==> config.mk <==
export PLATFORM = sky130hd
export DESIGN_NAME = vtsr_out_stage
export DESIGN_NICKNAME = d
export VERILOG_FILES = /design/src/hdl/vtsr_pkg.sv /design/src/hdl/vtsr_out_stage.sv
export SDC_FILE = /design/constraint.sdc
export NUM_CORES = 1
export LEC_CHECK = 0
export ABC_AREA = 1
export BUFFER_PORTS_ARGS = -buffer_cell sky130_fd_sc_hd__buf_2
export CAP_MARGIN = 20
export CORE_MARGIN = 2
export CORE_UTILIZATION = 39
export DETAILED_ROUTE_END_ITERATION = 8
export GPL_TIMING_DRIVEN = 0
export PLACE_DENSITY_LB_ADDON = 0.12
export SLEW_MARGIN = 15
export SYNTH_ARGS = -nofsm -noshare
export SYNTH_HDL_FRONTEND = slang
export SYNTH_SLANG_ARGS = --single-unit
==> constraint.sdc <==
create_clock -name clock -period 1.7 [get_ports clock]
set_input_delay 0.34 -clock clock [delete_from_list [all_inputs] [get_ports clock]]
set_output_delay 0.34 -clock clock [all_outputs]
set_load 0.01 [all_outputs]
==> src/hdl/vtsr_pkg.sv <==
// Shared types, constants and the shear schedule of the voxel shear rotator.
// Used by every module of the block; depends on nothing.
package vtsr_pkg;

   localparam int COORD_BITS_DEFAULT = 16;
   localparam int FRAC_BITS_DEFAULT  = 12;
   localparam int GUARD_BITS         = 12;
   localparam int SHEAR_BITS         = 16;
   localparam int REG_COUNT          = 6;
   localparam int REG_INDEX_BITS     = 3;
   localparam int STEP_COUNT         = 9;
   localparam int STEP_STAGES        = 3;
   localparam int PIPE_DEPTH         = STEP_COUNT * STEP_STAGES + 1;

   // Operation carried in the request's user field.
   localparam logic OP_ROTATE = 1'b0;
   localparam logic OP_UNDO   = 1'b1;

   // Shear register indexes on the configuration port.
   typedef logic [REG_INDEX_BITS-1:0] reg_index_type;
   localparam reg_index_type REG_SHEAR_X_FIRST  = 3'd0;
   localparam reg_index_type REG_SHEAR_X_MIDDLE = 3'd1;
   localparam reg_index_type REG_SHEAR_Y_FIRST  = 3'd2;
   localparam reg_index_type REG_SHEAR_Y_MIDDLE = 3'd3;
   localparam reg_index_type REG_SHEAR_Z_FIRST  = 3'd4;
   localparam reg_index_type REG_SHEAR_Z_MIDDLE = 3'd5;

   typedef enum logic [1:0] {
      AXIS_X = 2'd0,
      AXIS_Y = 2'd1,
      AXIS_Z = 2'd2
   } axis_type;

   // One shear: the coordinate that moves, the one it is sheared by, the factor.
   typedef struct packed {
      axis_type      dst;
      axis_type      src;
      reg_index_type shear;
   } step_plan_type;

   // Control that travels beside each coordinate triple.
   typedef struct packed {
      logic valid;
      logic op;
      logic ovf;
   } item_ctl_type;

   // Forward rotation order; undo runs this list backwards and subtracts.
   function automatic step_plan_type step_plan(input int unsigned step);
      step_plan_type plan;
      case (step)
         0: plan = '{dst: AXIS_Y, src: AXIS_Z, shear: REG_SHEAR_X_FIRST};
         1: plan = '{dst: AXIS_Z, src: AXIS_Y, shear: REG_SHEAR_X_MIDDLE};
         2: plan = '{dst: AXIS_Y, src: AXIS_Z, shear: REG_SHEAR_X_FIRST};
         3: plan = '{dst: AXIS_X, src: AXIS_Z, shear: REG_SHEAR_Y_FIRST};
         4: plan = '{dst: AXIS_Z, src: AXIS_X, shear: REG_SHEAR_Y_MIDDLE};
         5: plan = '{dst: AXIS_X, src: AXIS_Z, shear: REG_SHEAR_Y_FIRST};
         6: plan = '{dst: AXIS_X, src: AXIS_Y, shear: REG_SHEAR_Z_FIRST};
         7: plan = '{dst: AXIS_Y, src: AXIS_X, shear: REG_SHEAR_Z_MIDDLE};
         8: plan = '{dst: AXIS_X, src: AXIS_Y, shear: REG_SHEAR_Z_FIRST};
         default: plan = '{dst: AXIS_X, src: AXIS_Y, shear: REG_SHEAR_X_FIRST};
      endcase
      return plan;
   endfunction

endpackage

==> src/hdl/vtsr_out_stage.sv <==
// Final clamp to the coordinate width and the response output register.
// Depends on vtsr_pkg for the control struct and the guard width.
module vtsr_out_stage #(
   parameter int COORD_BITS = vtsr_pkg::COORD_BITS_DEFAULT
) (
   input  logic                   clock,
   input  logic                   reset,
   input  vtsr_pkg::item_ctl_type up_ctl,
   input  logic [2:0][COORD_BITS+vtsr_pkg::GUARD_BITS-1:0] up_coord,
   output logic                   up_ready,
   output logic                   rsp_tvalid,
   input  logic                   rsp_tready,
   output logic [((3*COORD_BITS+7)/8)*8-1:0] rsp_tdata,
   output logic                   rsp_tuser
);

   localparam int W       = COORD_BITS + vtsr_pkg::GUARD_BITS;
   localparam int TDATA_W = ((3 * COORD_BITS + 7) / 8) * 8;

   logic                     valid_ff, valid_in;
   logic                     ovf_ff, ovf_in;
   logic [2:0][COORD_BITS-1:0] coord_ff, coord_in;
   logic [2:0]               in_range;

   assign up_ready = !valid_ff || rsp_tready;

   // Clamp each coordinate to the output range.
   always_comb begin
      for (int i = 0; i < 3; i++) begin
         in_range[i] = (&up_coord[i][W-1:COORD_BITS-1]) || !(|up_coord[i][W-1:COORD_BITS-1]);
         if (in_range[i]) begin
            coord_in[i] = up_coord[i][COORD_BITS-1:0];
         end else if (up_coord[i][W-1]) begin
            coord_in[i] = {1'b1, {(COORD_BITS-1){1'b0}}};
         end else begin
            coord_in[i] = {1'b0, {(COORD_BITS-1){1'b1}}};
         end
      end
      valid_in = up_ctl.valid;
      ovf_in   = up_ctl.ovf || !(&in_range);
   end

   // Output valid register.
   always_ff @(posedge clock) begin
      if (reset) begin
         valid_ff <= 1'b0;
      end else if (up_ready) begin
         valid_ff <= valid_in;
      end
   end

   // Output payload register.
   always_ff @(posedge clock) begin
      if (up_ready) begin
         coord_ff <= coord_in;
         ovf_ff   <= ovf_in;
      end
   end

   assign rsp_tvalid = valid_ff;
   assign rsp_tdata  = TDATA_W'(coord_ff);
   assign rsp_tuser  = ovf_ff;

endmodule

# ---- After elaboration in Yosys (flattened, before gate mapping)
# Cells that the tools add are included.
dict set report word_totals {
  regBits 50
  output_inout_bits 51
  wordCells 28
}
dict set report classes {
  n_reduce_logical 17
  mux 6
}
# operator n
set op_table {}
lappend op_table {{$mux W16} 6}
lappend op_table {{$reduce_and A13 Y1} 3}
lappend op_table {{$reduce_or A13 Y1} 3}
lappend op_table {{$logic_not A1 Y1} 5}
lappend op_table {{$logic_or A1 B1 Y1} 5}
lappend op_table {{$reduce_and A3 Y1} 1}

# ---- Logic depth before layout (Yosys ltp)
dict set report depth {
  ltp_word 6
  mapped_depth 9
  depth_no_buf 8
}

# ---- Worst setup path before layout
# No wires, ideal clock.
dict set report synth_path {
  path_type {input port to flip-flop}
  start {input rsp_tready}
  end {register coord_ff (netlist bit rsp_tdata[0]) (enable)}
  n_path_buf 0
  setup_time_ps 412
  arrival_time_ps 1488
  slack_ps -200
  stages 2
  cell_sequence {inv_1 > nand2_1}
}
dict set report synth_between {
  elab_chain_cells 1
}
# item line
set synth_lines {}
lappend synth_lines {{start: declaration} vtsr_out_stage.sv:12} ;# input logic rsp_tready,
lappend synth_lines {{$logic_or A1 B1 Y1} vtsr_out_stage.sv:25} ;# assign up_ready = !valid_ff || rsp_tready;
lappend synth_lines {{named net up_ready} vtsr_out_stage.sv:10} ;# output logic up_ready,
lappend synth_lines {{end signal: assignment} vtsr_out_stage.sv:55} ;# coord_ff <= coord_in;
lappend synth_lines {{end: declaration} vtsr_out_stage.sv:22} ;# logic [2:0][COORD_BITS-1:0] coord_ff, coord_in;
# The timed path passes the listed nets, and every way through them passes these cells.
# A chain may end at the register's enable or synchronous reset.

# ---- Final worst setup path
dict set report layout_path {
  start {register valid_ff (netlist: rsp_tvalid)}
  end {output up_ready}
}
dict set report layout_between {
  elab_chain_cells 2
}
# item line
set layout_lines {}
lappend layout_lines {{start: declaration} vtsr_out_stage.sv:20} ;# logic valid_ff, valid_in;
lappend layout_lines {{start signal: assignment} vtsr_out_stage.sv:48} ;# valid_ff <= valid_in;
lappend layout_lines {{$logic_not A1 Y1} vtsr_out_stage.sv:25}
lappend layout_lines {{$logic_or A1 B1 Y1} vtsr_out_stage.sv:25}
lappend layout_lines {{end: declaration} vtsr_out_stage.sv:10}
# No other way between the ends.

==> results.md <==
- Status: finished clean
- Avg Cell Area, Syn: 9.951 µm²
- Post-DRT Antenna Nets: 0
- Detailed Place HPWL: 3786 µm
- RSZ-0062 raised after global routing: no
- Part of the power in registers: 55.7%
- Slew HR: 84.48%
- First-pass GRT wire length: 7265 µm
- Final wirelength: 4865 µm
- Horiz. Die Dim: 81.27 µm
- Hold_ws: 191.8 ps
- Site Rows: 28
- Root Buffer: clkbuf_8
- Logic gate share of total power: 13.3%
- WS Path Type: register to primary output
- Setup bufs post-CTS: 0
- Synth cell types: 20
- Grt total ovfl: 0
- GP Congestion: 0.7515
- CTS Buf Count: 5
- Final Critical Period: 1572 ps
- Total global-route track usage: 14.48%
- Hold Buf Count CTS: 0
- H-tree lvl count: 2
- Hold Fails Final Rpt: 0
- Cell-internal power: 2.051 mW
- Synth Instances: 234
- Worst min path class: primary input to register
- Layout cell share with drive strength beyond 1: 43.98%
- Commonest non-fill, non-tap cell in the layout: buf_2
- Critical path peak fanout: 26
- WP buf/inv: 2
- # nets final: 471
- Worst path max stage delay: 360 ps
- Final setup TNS: 0 ps
- Post-CTS sizing: 2
- Peak Freq: 0.6360 GHz
- LEAKAGE: 1.574 nW
- Largest delay contributor family on the critical path: flip-flops
- Worst EP required: 1360 ps
- Switching part of the total: 21.92%
- Via Count: 1964
- Pwr Density: 802.5 nW/µm²
- Place WS: -22.26 ps
- Initial Util: 39.80%
- Routed len/inst: 10.65 µm
- Core ar.: 5851 µm²
- Die height: 81.27 µm
- Max Cap Viol: 0
- DR iter-0 viols: 53
- Die Area: 6605 µm²
- Crit-path cells: nand2_8 -> buf_16 -> buf_2
- Worst path depth: 3
- Clock share of power: 31.1%
- Post-synthesis net count: 324
- Crit. End Element: primary output
- Inst Count DP: 449
- Num ports: 141
- Worst setup startpoint: rsp_tvalid$_SDFFE_PP0P_
- Final non-filler cell total: 457
- Psw: 0.5757 mW
- Slowest CP cell: dfxtp_2
- Seq/Total Area, Yosys: 64.05%
- Initial antenna violation count: 0
- Clock transition at the registers of the reported paths: 90 ps
- Fin crit share: 92.49%
- Largest net degree at the start of global routing: 27
- Maximum vdd ir drop: 0.0003409 V
- Post-Syn Area: 2328 µm²
- Ant. Diodes: 0
- Vias in the first global route: 1722
- Area growth, synth to finish: 40.57%
- Commonest cells after routing, fill and taps aside: 140 x buf_2, 117 x nand2_1, 49 x edfxtp_1
- R2r endpoint: rsp_tdata[19]$_DFFE_PP_
- Layout Skew: 2.671 ps
- Slew @ Worst Pin: 232.1 ps
- Final max-slew violation count: 0
- Pwr Total: 2.627 mW
- Post-DP Area: 3148 µm²
- DR DRC count: 0
- Final WS setup: 127.7 ps
- Design area: 3273 µm²
- CTS Sinks: 50
- WP data arrival: 1230 ps
- Synthesized flop and latch total: 50
- Length in cells of the worst reg-to-reg path: 2
- CTS tree: yes
- Crit path to: up_ready
- Via-per-instance ratio: 4.298
- Worst-Skew Late Latency: 290 ps
- Syn. warnings: 0
- # setup viols final: 0
- Critical R2R Launch: rsp_tvalid$_SDFFE_PP0P_
- Hold path depth: 2
- IO Port Bufs: 139
- Router iterations before antenna repair: 4
- Deepest clock path buffer count: 2
- CP Launch Type: register
- Reg2reg setup slack: 620 ps
- Post-layout util: 55.95%
[worst min-delay path by stage]
stage                                         end  start  slack, ps
final                     rsp_tvalid$_SDFFE_PP0P_  reset        190
after detailed placement  rsp_tvalid$_SDFFE_PP0P_  reset        520
after CTS                 rsp_tvalid$_SDFFE_PP0P_  reset        190
after global routing      rsp_tvalid$_SDFFE_PP0P_  reset        190
after floorplan           rsp_tvalid$_SDFFE_PP0P_  reset        410
after global placement    rsp_tvalid$_SDFFE_PP0P_  reset        510
[logic make-up (layout without fill, tap and decap cells)]
group | after synthesis | count (layout) | synth area share [%]
flops | 50 | 50 | 64.05
simple gates | 165 | 165 | 30.41
compound gates | 2 | 2 | 0.4299
buf+inv | 17 | 165 | 5.105
[worst register-to-register path: stages, from the launching register on]
cell	delay [ps]
dfxtp_2	360
nand2_8	200
buf_16	220
[flip-flops by register name, indices dropped and copies added (netlist names)]
signal      count
rsp_tdata      48
rsp_tuser       1
rsp_tvalid      1
[power by group through the flow]
| stage | sequential [mW] | combinational, mW | clock (mW) |
|---|---|---|---|
| 2_1_floorplan | 1.54 | 0.0904 | 0 |
| 3_3_place_gp | 1.49 | 0.339 | 0 |
| 3_5_place_dp | 1.49 | 0.351 | 0 |
| 4_1_cts | 1.46 | 0.355 | 0.844 |
| 5_1_grt | 1.47 | 0.389 | 0.882 |
| 6_report | 1.46 | 0.348 | 0.817 |
[synthesized netlist by cell type]
library cell    n  area (µm²)
dfxtp_1         1       20.02
buf_12          1       20.02
nand3_1         5       25.02
nand3_2         1       10.01
nand2_2         5       31.28
edfxtp_1       49        1471
a21oi_1         2       10.01
buf_2           1       5.000
buf_6           3       33.78
inv_1           8       30.03
nand2_4         2       22.52
nor2_1         27       101.4
nand3b_4        2       40.04
nor2_2          1       6.260
nand2_1       118       442.9
clkbuf_1        2       7.510
nor3_2          1       10.01
buf_4           1       7.510
or2_0           3       18.77
buf_8           1       15.01
[area by class of cell]
| type | instances | area [µm²] |
|---|---|---|
| multi-input combinational | 167 | 734.5 |
| buffer | 9 | 88.84 |
| fill | 548 | 2577 |
| tap | 75 | 93.84 |
| clock inverter | 2 | 37.54 |
| inverter | 8 | 30.03 |
| sequential | 50 | 1493 |
| clock buffer | 6 | 72.57 |
| timing repair buffer | 140 | 723.2 |
[layer usage]
metal  global-route usage (%)  up-vias  routed length, µm
li1                         -     1039                  -
met3                    4.222        4                414
met1                    16.54      844               1927
met5                        0        -                  0
met4                    6.949        0                 50
met2                    24.75       77               2472
Power figures use the tool's default switching activity.
