$ cat config.mk
export PLATFORM = sky130hd
export DESIGN_NAME = vtsr_shear_step
export DESIGN_NICKNAME = d
export VERILOG_FILES = /design/src/hdl/vtsr_pkg.sv /design/src/hdl/vtsr_shear_step.sv
export SDC_FILE = /design/constraint.sdc
export NUM_CORES = 2
export LEC_CHECK = 0
export CAP_MARGIN = 20
export CORE_MARGIN = 4
export CORE_UTILIZATION = 30
export DETAILED_ROUTE_END_ITERATION = 8
export DONT_BUFFER_PORTS = 1
export PLACE_DENSITY = 0.43
export SKIP_LAST_GASP = 1
export SLEW_MARGIN = 20
export SYNTH_ARGS = -nofsm -noshare
export SYNTH_HDL_FRONTEND = slang
export SYNTH_SLANG_ARGS = --single-unit
$ cat constraint.sdc
create_clock -name clock -period 7.45 [get_ports clock]
set_input_delay 0.745 -clock clock [delete_from_list [all_inputs] [get_ports clock]]
set_output_delay 0.745 -clock clock [all_outputs]
set_load 0.005 [all_outputs]
$ cat src/hdl/vtsr_pkg.sv
// Shared types, constants and the shear schedule of the voxel shear rotator.
// Used by every module of the block; depends on nothing.
package vtsr_pkg;

   localparam int COORD_BITS_DEFAULT = 16;
   localparam int FRAC_BITS_DEFAULT  = 12;
   localparam int GUARD_BITS         = 12;
   localparam int SHEAR_BITS         = 16;
   localparam int REG_COUNT          = 6;
   localparam int REG_INDEX_BITS     = 3;
   localparam int STEP_COUNT         = 9;
   localparam int STEP_STAGES        = 3;
   localparam int PIPE_DEPTH         = STEP_COUNT * STEP_STAGES + 1;

   // Operation carried in the request's user field.
   localparam logic OP_ROTATE = 1'b0;
   localparam logic OP_UNDO   = 1'b1;

   // Shear register indexes on the configuration port.
   typedef logic [REG_INDEX_BITS-1:0] reg_index_type;
   localparam reg_index_type REG_SHEAR_X_FIRST  = 3'd0;
   localparam reg_index_type REG_SHEAR_X_MIDDLE = 3'd1;
   localparam reg_index_type REG_SHEAR_Y_FIRST  = 3'd2;
   localparam reg_index_type REG_SHEAR_Y_MIDDLE = 3'd3;
   localparam reg_index_type REG_SHEAR_Z_FIRST  = 3'd4;
   localparam reg_index_type REG_SHEAR_Z_MIDDLE = 3'd5;

   typedef enum logic [1:0] {
      AXIS_X = 2'd0,
      AXIS_Y = 2'd1,
      AXIS_Z = 2'd2
   } axis_type;

   // One shear: the coordinate that moves, the one it is sheared by, the factor.
   typedef struct packed {
      axis_type      dst;
      axis_type      src;
      reg_index_type shear;
   } step_plan_type;

   // Control that travels beside each coordinate triple.
   typedef struct packed {
      logic valid;
      logic op;
      logic ovf;
   } item_ctl_type;

   // Forward rotation order; undo runs this list backwards and subtracts.
   function automatic step_plan_type step_plan(input int unsigned step);
      step_plan_type plan;
      case (step)
         0: plan = '{dst: AXIS_Y, src: AXIS_Z, shear: REG_SHEAR_X_FIRST};
         1: plan = '{dst: AXIS_Z, src: AXIS_Y, shear: REG_SHEAR_X_MIDDLE};
         2: plan = '{dst: AXIS_Y, src: AXIS_Z, shear: REG_SHEAR_X_FIRST};
         3: plan = '{dst: AXIS_X, src: AXIS_Z, shear: REG_SHEAR_Y_FIRST};
         4: plan = '{dst: AXIS_Z, src: AXIS_X, shear: REG_SHEAR_Y_MIDDLE};
         5: plan = '{dst: AXIS_X, src: AXIS_Z, shear: REG_SHEAR_Y_FIRST};
         6: plan = '{dst: AXIS_X, src: AXIS_Y, shear: REG_SHEAR_Z_FIRST};
         7: plan = '{dst: AXIS_Y, src: AXIS_X, shear: REG_SHEAR_Z_MIDDLE};
         8: plan = '{dst: AXIS_X, src: AXIS_Y, shear: REG_SHEAR_Z_FIRST};
         default: plan = '{dst: AXIS_X, src: AXIS_Y, shear: REG_SHEAR_X_FIRST};
      endcase
      return plan;
   endfunction

endpackage

$ cat src/hdl/vtsr_shear_step.sv
// One shear of the rotation as three register stages: multiply, round, add and clamp.
// Depends on vtsr_pkg for the shear schedule and the control struct.
module vtsr_shear_step #(
   parameter int COORD_BITS = vtsr_pkg::COORD_BITS_DEFAULT,
   parameter int FRAC_BITS  = vtsr_pkg::FRAC_BITS_DEFAULT,
   parameter int STEP       = 0
) (
   input  logic                         clock,
   input  logic                         reset,
   input  vtsr_pkg::item_ctl_type       up_ctl,
   input  logic [2:0][COORD_BITS+vtsr_pkg::GUARD_BITS-1:0] up_coord,
   output logic                         up_ready,
   input  logic [vtsr_pkg::REG_COUNT-1:0][vtsr_pkg::SHEAR_BITS-1:0] shear_regs,
   output vtsr_pkg::item_ctl_type       down_ctl,
   output logic [2:0][COORD_BITS+vtsr_pkg::GUARD_BITS-1:0] down_coord,
   input  logic                         down_ready
);

   localparam int W  = COORD_BITS + vtsr_pkg::GUARD_BITS;
   localparam int PW = W + 1 + vtsr_pkg::SHEAR_BITS;
   localparam int TW = PW - FRAC_BITS - 1;
   localparam int VW = ((W > TW) ? W : TW) + 1;
   localparam vtsr_pkg::step_plan_type FWD_PLAN = vtsr_pkg::step_plan(STEP);
   localparam vtsr_pkg::step_plan_type REV_PLAN =
      vtsr_pkg::step_plan(vtsr_pkg::STEP_COUNT - 1 - STEP);
   localparam logic [PW-1:0] HALF_LSB = {{(PW-1){1'b0}}, 1'b1} << FRAC_BITS;

   logic rdy1, rdy2, rdy3;

   vtsr_pkg::item_ctl_type ctl1_ff, ctl1_in, ctl2_ff, ctl2_in, ctl3_ff, ctl3_in;
   logic [2:0][W-1:0] coord1_ff, coord1_in, coord2_ff, coord2_in, coord3_ff, coord3_in;
   logic signed [PW-1:0] prod1_ff, prod1_in;
   logic [TW-1:0] term2_ff, term2_in;

   vtsr_pkg::step_plan_type plan1, plan3;
   logic signed [W:0]   odd1;
   logic signed [vtsr_pkg::SHEAR_BITS-1:0] shear1;
   logic [PW-1:0]       rnd2;
   logic signed [W-1:0] base3;
   logic signed [VW-1:0] sum3;
   logic [VW-W:0]       high3;
   logic                in_range3;
   logic [W-1:0]        clamp3;

   // Ready flows back stage by stage so bubbles collapse.
   assign rdy3     = !ctl3_ff.valid || down_ready;
   assign rdy2     = !ctl2_ff.valid || rdy3;
   assign rdy1     = !ctl1_ff.valid || rdy2;
   assign up_ready = rdy1;

   // Stage 1: pick the source coordinate and factor, form (2c+1)*shear.
   always_comb begin
      plan1     = (up_ctl.op == vtsr_pkg::OP_UNDO) ? REV_PLAN : FWD_PLAN;
      odd1      = $signed({up_coord[plan1.src], 1'b1});
      shear1    = $signed(shear_regs[plan1.shear]);
      prod1_in  = PW'(odd1) * PW'(shear1);
      ctl1_in   = up_ctl;
      coord1_in = up_coord;
   end

   // Stage 2: round half away from zero and drop the fraction.
   // For a negative product, adding half minus one before the floor shift
   // gives the same result as rounding the magnitude.
   always_comb begin
      rnd2      = prod1_ff + HALF_LSB - {{(PW-1){1'b0}}, prod1_ff[PW-1]};
      term2_in  = rnd2[PW-1:FRAC_BITS+1];
      ctl2_in   = ctl1_ff;
      coord2_in = coord1_ff;
   end

   // Stage 3: add or subtract the term and clamp to the intermediate range.
   always_comb begin
      plan3     = (ctl2_ff.op == vtsr_pkg::OP_UNDO) ? REV_PLAN : FWD_PLAN;
      base3     = $signed(coord2_ff[plan3.dst]);
      if (ctl2_ff.op == vtsr_pkg::OP_UNDO) begin
         sum3 = VW'(base3) - VW'($signed(term2_ff));
      end else begin
         sum3 = VW'(base3) + VW'($signed(term2_ff));
      end
      high3     = sum3[VW-1:W-1];
      in_range3 = (&high3) || !(|high3);
      if (in_range3) begin
         clamp3 = sum3[W-1:0];
      end else begin
         clamp3 = sum3[VW-1] ? {1'b1, {(W-1){1'b0}}} : {1'b0, {(W-1){1'b1}}};
      end
      coord3_in              = coord2_ff;
      coord3_in[plan3.dst]   = clamp3;
      ctl3_in                = ctl2_ff;
      ctl3_in.ovf            = ctl2_ff.ovf || !in_range3;
   end

   // Control registers.
   always_ff @(posedge clock) begin
      if (reset) begin
         ctl1_ff <= '0;
         ctl2_ff <= '0;
         ctl3_ff <= '0;
      end else begin
         if (rdy1) begin
            ctl1_ff <= ctl1_in;
         end
         if (rdy2) begin
            ctl2_ff <= ctl2_in;
         end
         if (rdy3) begin
            ctl3_ff <= ctl3_in;
         end
      end
   end

   // Payload registers move with their stage's control.
   always_ff @(posedge clock) begin
      if (rdy1) begin
         coord1_ff <= coord1_in;
         prod1_ff  <= prod1_in;
      end
      if (rdy2) begin
         coord2_ff <= coord2_in;
         term2_ff  <= term2_in;
      end
      if (rdy3) begin
         coord3_ff <= coord3_in;
      end
   end

   assign down_ctl   = ctl3_ff;
   assign down_coord = coord3_ff;

endmodule

Word level (Yosys, flattened, before mapping)
Cells that the tools add are included.
- register bits after elaboration: 338
- output and inout port bits: 88
- input port bits: 186
- reductions and logical operators: 13
- muxes and demuxes: 14
- $lt $le $gt $ge: 4
- add/subtract/negate cells: 4
- $mul: 1
- operators with widths (kind ; number):
    28-bit two-way mux ; 5
    28-bit binary-select mux with 2-bit select ; 2
    84-bit bitwise mux ; 1
    28-bit demux with 2-bit select ; 1
    16-bit binary-select mux with 3-bit select ; 1
    45-bit by 13-bit adder with 45-bit output, second input constant ; 1
    29-bit by 16-bit multiplier with 45-bit output ; 1
    45-bit by 1-bit subtractor with 45-bit output ; 1
    28-bit by 32-bit adder with 33-bit output ; 1
    33-bit two-way mux ; 1
    28-bit by 32-bit subtractor with 33-bit output ; 1
    16-bit two-way mux ; 1
    6-bit two-way mux ; 1
    6-bit AND reduction ; 1
    6-bit OR reduction ; 1
    1-bit zero test ; 5
    1-bit logical OR ; 5
    5-bit two-way mux ; 1
    3-bit by 4-bit less-than comparator with 1-bit output, second input constant ; 1
    1-bit by 3-bit less-than comparator with 1-bit output, second input constant ; 1
    2-bit by 3-bit less-than comparator with 1-bit output, second input constant ; 1
    1-bit greater-or-equal comparator, second input constant ; 1
    1-bit logical AND ; 1

Logic depth before layout (Yosys ltp)
- word-level depth: 10
- mapped depth: 29
- depth with buffers taken out: 26

Least setup slack after synthesis
No wires, ideal clock.
- path kind: input port to flip-flop
- from: in up_ctl[1] (netlist bit)
- to: reg prod1_ff[44] (data pin)
- data arrival time: 7892 ps
- stages on the path: 26
- path slack: -701 ps
- data required time: 7191 ps
- cell sequence: clkbuf_1 > buf_1 > buf_1 > mux2i_1 > nor2_1 > fa_1 > inv_1 > fa_1 > fa_1 > inv_1 > fa_1 > fa_1 > inv_1 > fa_1 > inv_1 > ha_1 > a21oi_1 > nor2b_1 > a2111o_1 > o2bb2ai_1 > o41ai_2 > o21ai_1 > a31oi_1 > o21ai_1 > a21oi_1 > xnor2_1
- longest elaborated chain between the ends: 4
- elaborated cells between the ends (all ways): 6
- ends and longest elaborated chain (item ; RTL line ; RTL):
    start, declared ; vtsr_shear_step.sv:10 ; input vtsr_pkg::item_ctl_type up_ctl,
    5-bit two-way mux * ; vtsr_shear_step.sv:53 ; plan1 = (up_ctl.op == vtsr_pkg::OP_UNDO) ? REV_PLAN : FWD_PLAN;
    16-bit binary-select mux with 3-bit select / 28-bit binary-select mux with 2-bit select (equally long branches) ; vtsr_shear_step.sv:55, vtsr_shear_step.sv:54 ;
    16-bit two-way mux (implied by the code) / 28-bit two-way mux (equally long branches) ; vtsr_shear_step.sv:55, vtsr_shear_step.sv:54 ;
    29-bit by 16-bit multiplier with 45-bit output * ; vtsr_shear_step.sv:56 ; prod1_in = PW'(odd1) * PW'(shear1);
    named net prod1_in[44] ; vtsr_shear_step.sv:32 ; logic signed [PW-1:0] prod1_ff, prod1_in;
    end signal, assigned ; vtsr_shear_step.sv:116 ; prod1_ff <= prod1_in;
    end, declared ; vtsr_shear_step.sv:32 ;
Mark *: on every way through the listed nets, which the timed path passes. The rest lies on a longest branch. The select of a mux whose other input is x is not followed.
A chain may end at the register's enable or synchronous reset.

Worst setup path in the final report
Ends and elaborated chain as after synthesis.

==> impl_metrics.json <==
{
  "status": "finished, final reports clean",
  "place_area_um2": 35430,
  "syn-num-nets": 3917,
  "vias_per_cell": 4.691,
  "worst-setup-path-type": "primary input to flop",
  "die-area_um2": 113700,
  "synth-seq-cells": 338,
  "ys_seq_area_frac": 0.3095,
  "slew_headroom": 0.3626,
  "num_rows": 120,
  "finClkSkew_ps": 18.07,
  "grt_use_total": 0.1711,
  "final.min_clock_period_ps": 6921,
  "crit-reg2reg-launch": "term2_ff[0]$_DFFE_PP_",
  "ys.flop_type": "edfxtp_1",
  "num-nets-final": 4028,
  "fin_crit_sh": 0.9290,
  "crit_required_ps": 7740,
  "clkTransAtPathRegs_ps": 60,
  "globalplace.congestion": 0.8632,
  "post_cts_buffers": 0,
  "grt_first_pass_wirelength_um": 145400,
  "rrSetupSlack_ps": 1430,
  "rsz0062_at_grt": "no",
  "hold_class": "primary input to flop",
  "cts_buffer_depth": 3,
  "maxSlewViolCount": 0,
  "cp.arrival_ps": 7210,
  "cts.sinks": 338,
  "hold_buffers": 0,
  "worst_pin_slew_ps": 956.1,
  "clk_latency_ps": 570,
  "nFillCells": 10850,
  "drtIter0Drc": 1131,
  "endpoint_kind": "flop",
  "dr.pass1.iters": 6,
  "cts_htree_levels": 2,
  "initial_core_util": 0.3028,
  "grt-ovfl-total": 0,
  "antenna_found_initial": 4,
  "final_layout_size_suffix_gt1_frac": 0.1013,
  "io_pins": 274,
  "grt_pass1_vias": 22820,
  "synthArstFlopShare": 0,
  "ys_types": 81,
  "ant_nets": 0,
  "grt_max_degree": 74,
  "hold_depth": 1,
  "syn2layout_area_growth_pct": 12.70,
  "port_buffers": 0,
  "die_w_um": 337.2,
  "route.detailed.drc": 0,
  "worstRegToRegCells": 18,
  "cts-resized-gates": 0,
  "fmax_mhz": 144.5,
  "via_count": 21790,
  "dpl.hpwl_um": 80140,
  "drv_cap": 0,
  "cts_buffers": 37,
  "syn-cell-area_um2": 32500,
  "wl_per_cell_um": 21.06,
  "yosys_warnings": 0,
  "core_um2": 107400,
  "worst_setup_path_start_kind": "primary input",
  "synthCells": 3102,
  "crit_fanout": 73,
  "min_from": "reset",
  "synth_edf_count": 329,
  "cts_tree": "yes",
  "fin_area_um2": 36630,
  "cts-root-buf": "clkbuf_16",
  "setup_violations": 0,
  "syn_area_per_cell_um2": 10.48,
  "die_h_um": 337.2,
  "hold_viol": 0,
  "worstReg2RegEnd": "down_coord[0]$_DFFE_PP_",
  "routed_wl_um": 97810,
  "hold_end": "ctl2_ff[1]$_SDFFE_PP0P_"
}
-- worst max path at each step --
stage	from	endpoint	slack [ps]	cells past startpoint
6_report	up_ctl[1]	prod1_ff[44]$_DFFE_PP_	530	26
5_1_grt	up_ctl[1]	prod1_ff[44]$_DFFE_PP_	200	28
4_1_cts	up_ctl[1]	prod1_ff[44]$_DFFE_PP_	560	26
3_5_place_dp	up_ctl[1]	prod1_ff[44]$_DFFE_PP_	-70	26
3_3_place_gp	up_ctl[1]	prod1_ff[44]$_DFFE_PP_	-9	26
2_1_floorplan	up_ctl[1]	prod1_ff[44]$_DFFE_PP_	30	25
-- sequential cells by signal, indices dropped and copies added, names as in the netlist --
name and cells:
coord1_ff 84, coord2_ff 84, ctl1_ff 3, ctl2_ff 3
down_coord 84, down_ctl 3, prod1_ff 45, term2_ff 32
-- placed cells by master (no fill, tap or decap), types with 9 or more instances in the layout --
master,n
inv_1,601
fa_1,444
edfxtp_1,329
nor2_1,313
nand2_1,303
ha_1,185
buf_4,143
a21oi_1,128
xnor2_1,106
o21ai_0,61
mux2_2,56
a21o_1,55
mux2i_1,39
nand3_1,37
clkbuf_16,37
xor2_1,32
o211a_1,20
buf_12,19
nor2b_1,18
a31oi_1,18
a311oi_2,18
nor3_1,17
o21bai_1,13
a211oi_1,12
and3_1,12
nand4_1,11
o21a_1,11
nand2b_1,11
clkinv_1,10
o211ai_1,10
a211o_1,9
o21ai_1,9
-- through the flow --
stage | TNS [ps] | worst slack, ps | cells | utilization | hold slack [ps]
global route | 0 | 198.8 | 4643 | 0.3412 | 213.4
floorplan | 0 | 27.83 | 3102 | - | 400.3
CTS | 0 | 556.0 | 4642 | 0.3411 | 198.3
finish | 0 | 529.3 | 4645 | 0.3412 | 251.0
global placement | -9.297 | -9.297 | 4577 | 0.3300 | 400.5
detailed placement | -67.79 | -67.79 | 4577 | 0.3300 | 404.5
-- cell families after synthesis --
logic type,after synthesis,synth area share
simple gates,768,0.09982
buf+inv,699,0.08180
fa+ha+maj,629,0.3447
compound gates,423,0.09154
flops,338,0.3095
xor+xnor,140,0.03819
mux,105,0.03449
-- routing by layer --
layer	vias to the layer above	track usage	share of wire
li1	10310	-	-
met1	10850	0.2310	0.45
met2	505	0.2862	0.47
met3	126	0.02562	0.048
met4	4	0.04926	0.029
met5	-	0	0.00024
-- synthesized netlist by cell type, drive strengths merged (12+ instances only) --
library cell,n,area share
inv,603,0.070
fa,444,0.27
edfxtp,329,0.30
nor2,315,0.037
nand2,305,0.035
ha,185,0.071
a21oi,130,0.020
xnor2,106,0.029
o21ai,70,0.011
clkbuf,68,0.0079
mux2,56,0.019
a21o,55,0.013
mux2i,49,0.015
nand3,38,0.0059
xor2,34,0.0096
buf,22,0.0036
a311oi,21,0.0091
o211a,20,0.0062
a31oi,18,0.0035
nor2b,18,0.0035
nor3,18,0.0031
o21bai,13,0.0030
a211oi,12,0.0028
and3,12,0.0023
-- critical path, stage by stage --
cell and delay, ps:
mux2i_1 300, inv_1 110, buf_12 170, nand2_1 90
fa_1 450, fa_1 490, fa_1 550, inv_1 50
fa_1 490, fa_1 500, inv_1 50, fa_1 540
inv_1 70, ha_1 290, buf_4 140, nand3_1 120
a211oi_1 60, a2111o_1 430, o2bb2ai_1 220, o41ai_2 340
buf_4 190, o21ai_1 80, a31oi_1 270, o21ai_1 90
a21oi_1 180, xnor2_1 90
-- final cells by class --
cell class	count	area (um^2)	share of cell area
timing repair buffer	162	1454	0.03969
multi-input combinational	2065	19870	0.5424
clock buffer	43	948.4	0.02589
antenna	3	7.507	0.0002049
inverter	609	2288	0.06247
clock inverter	22	244.0	0.006661
sequential	338	10060	0.2747
tap	1403	1755	0.04792
Power is not shown: default switching activity piles up to over one toggle a cycle in this logic, so the estimate is an artifact.
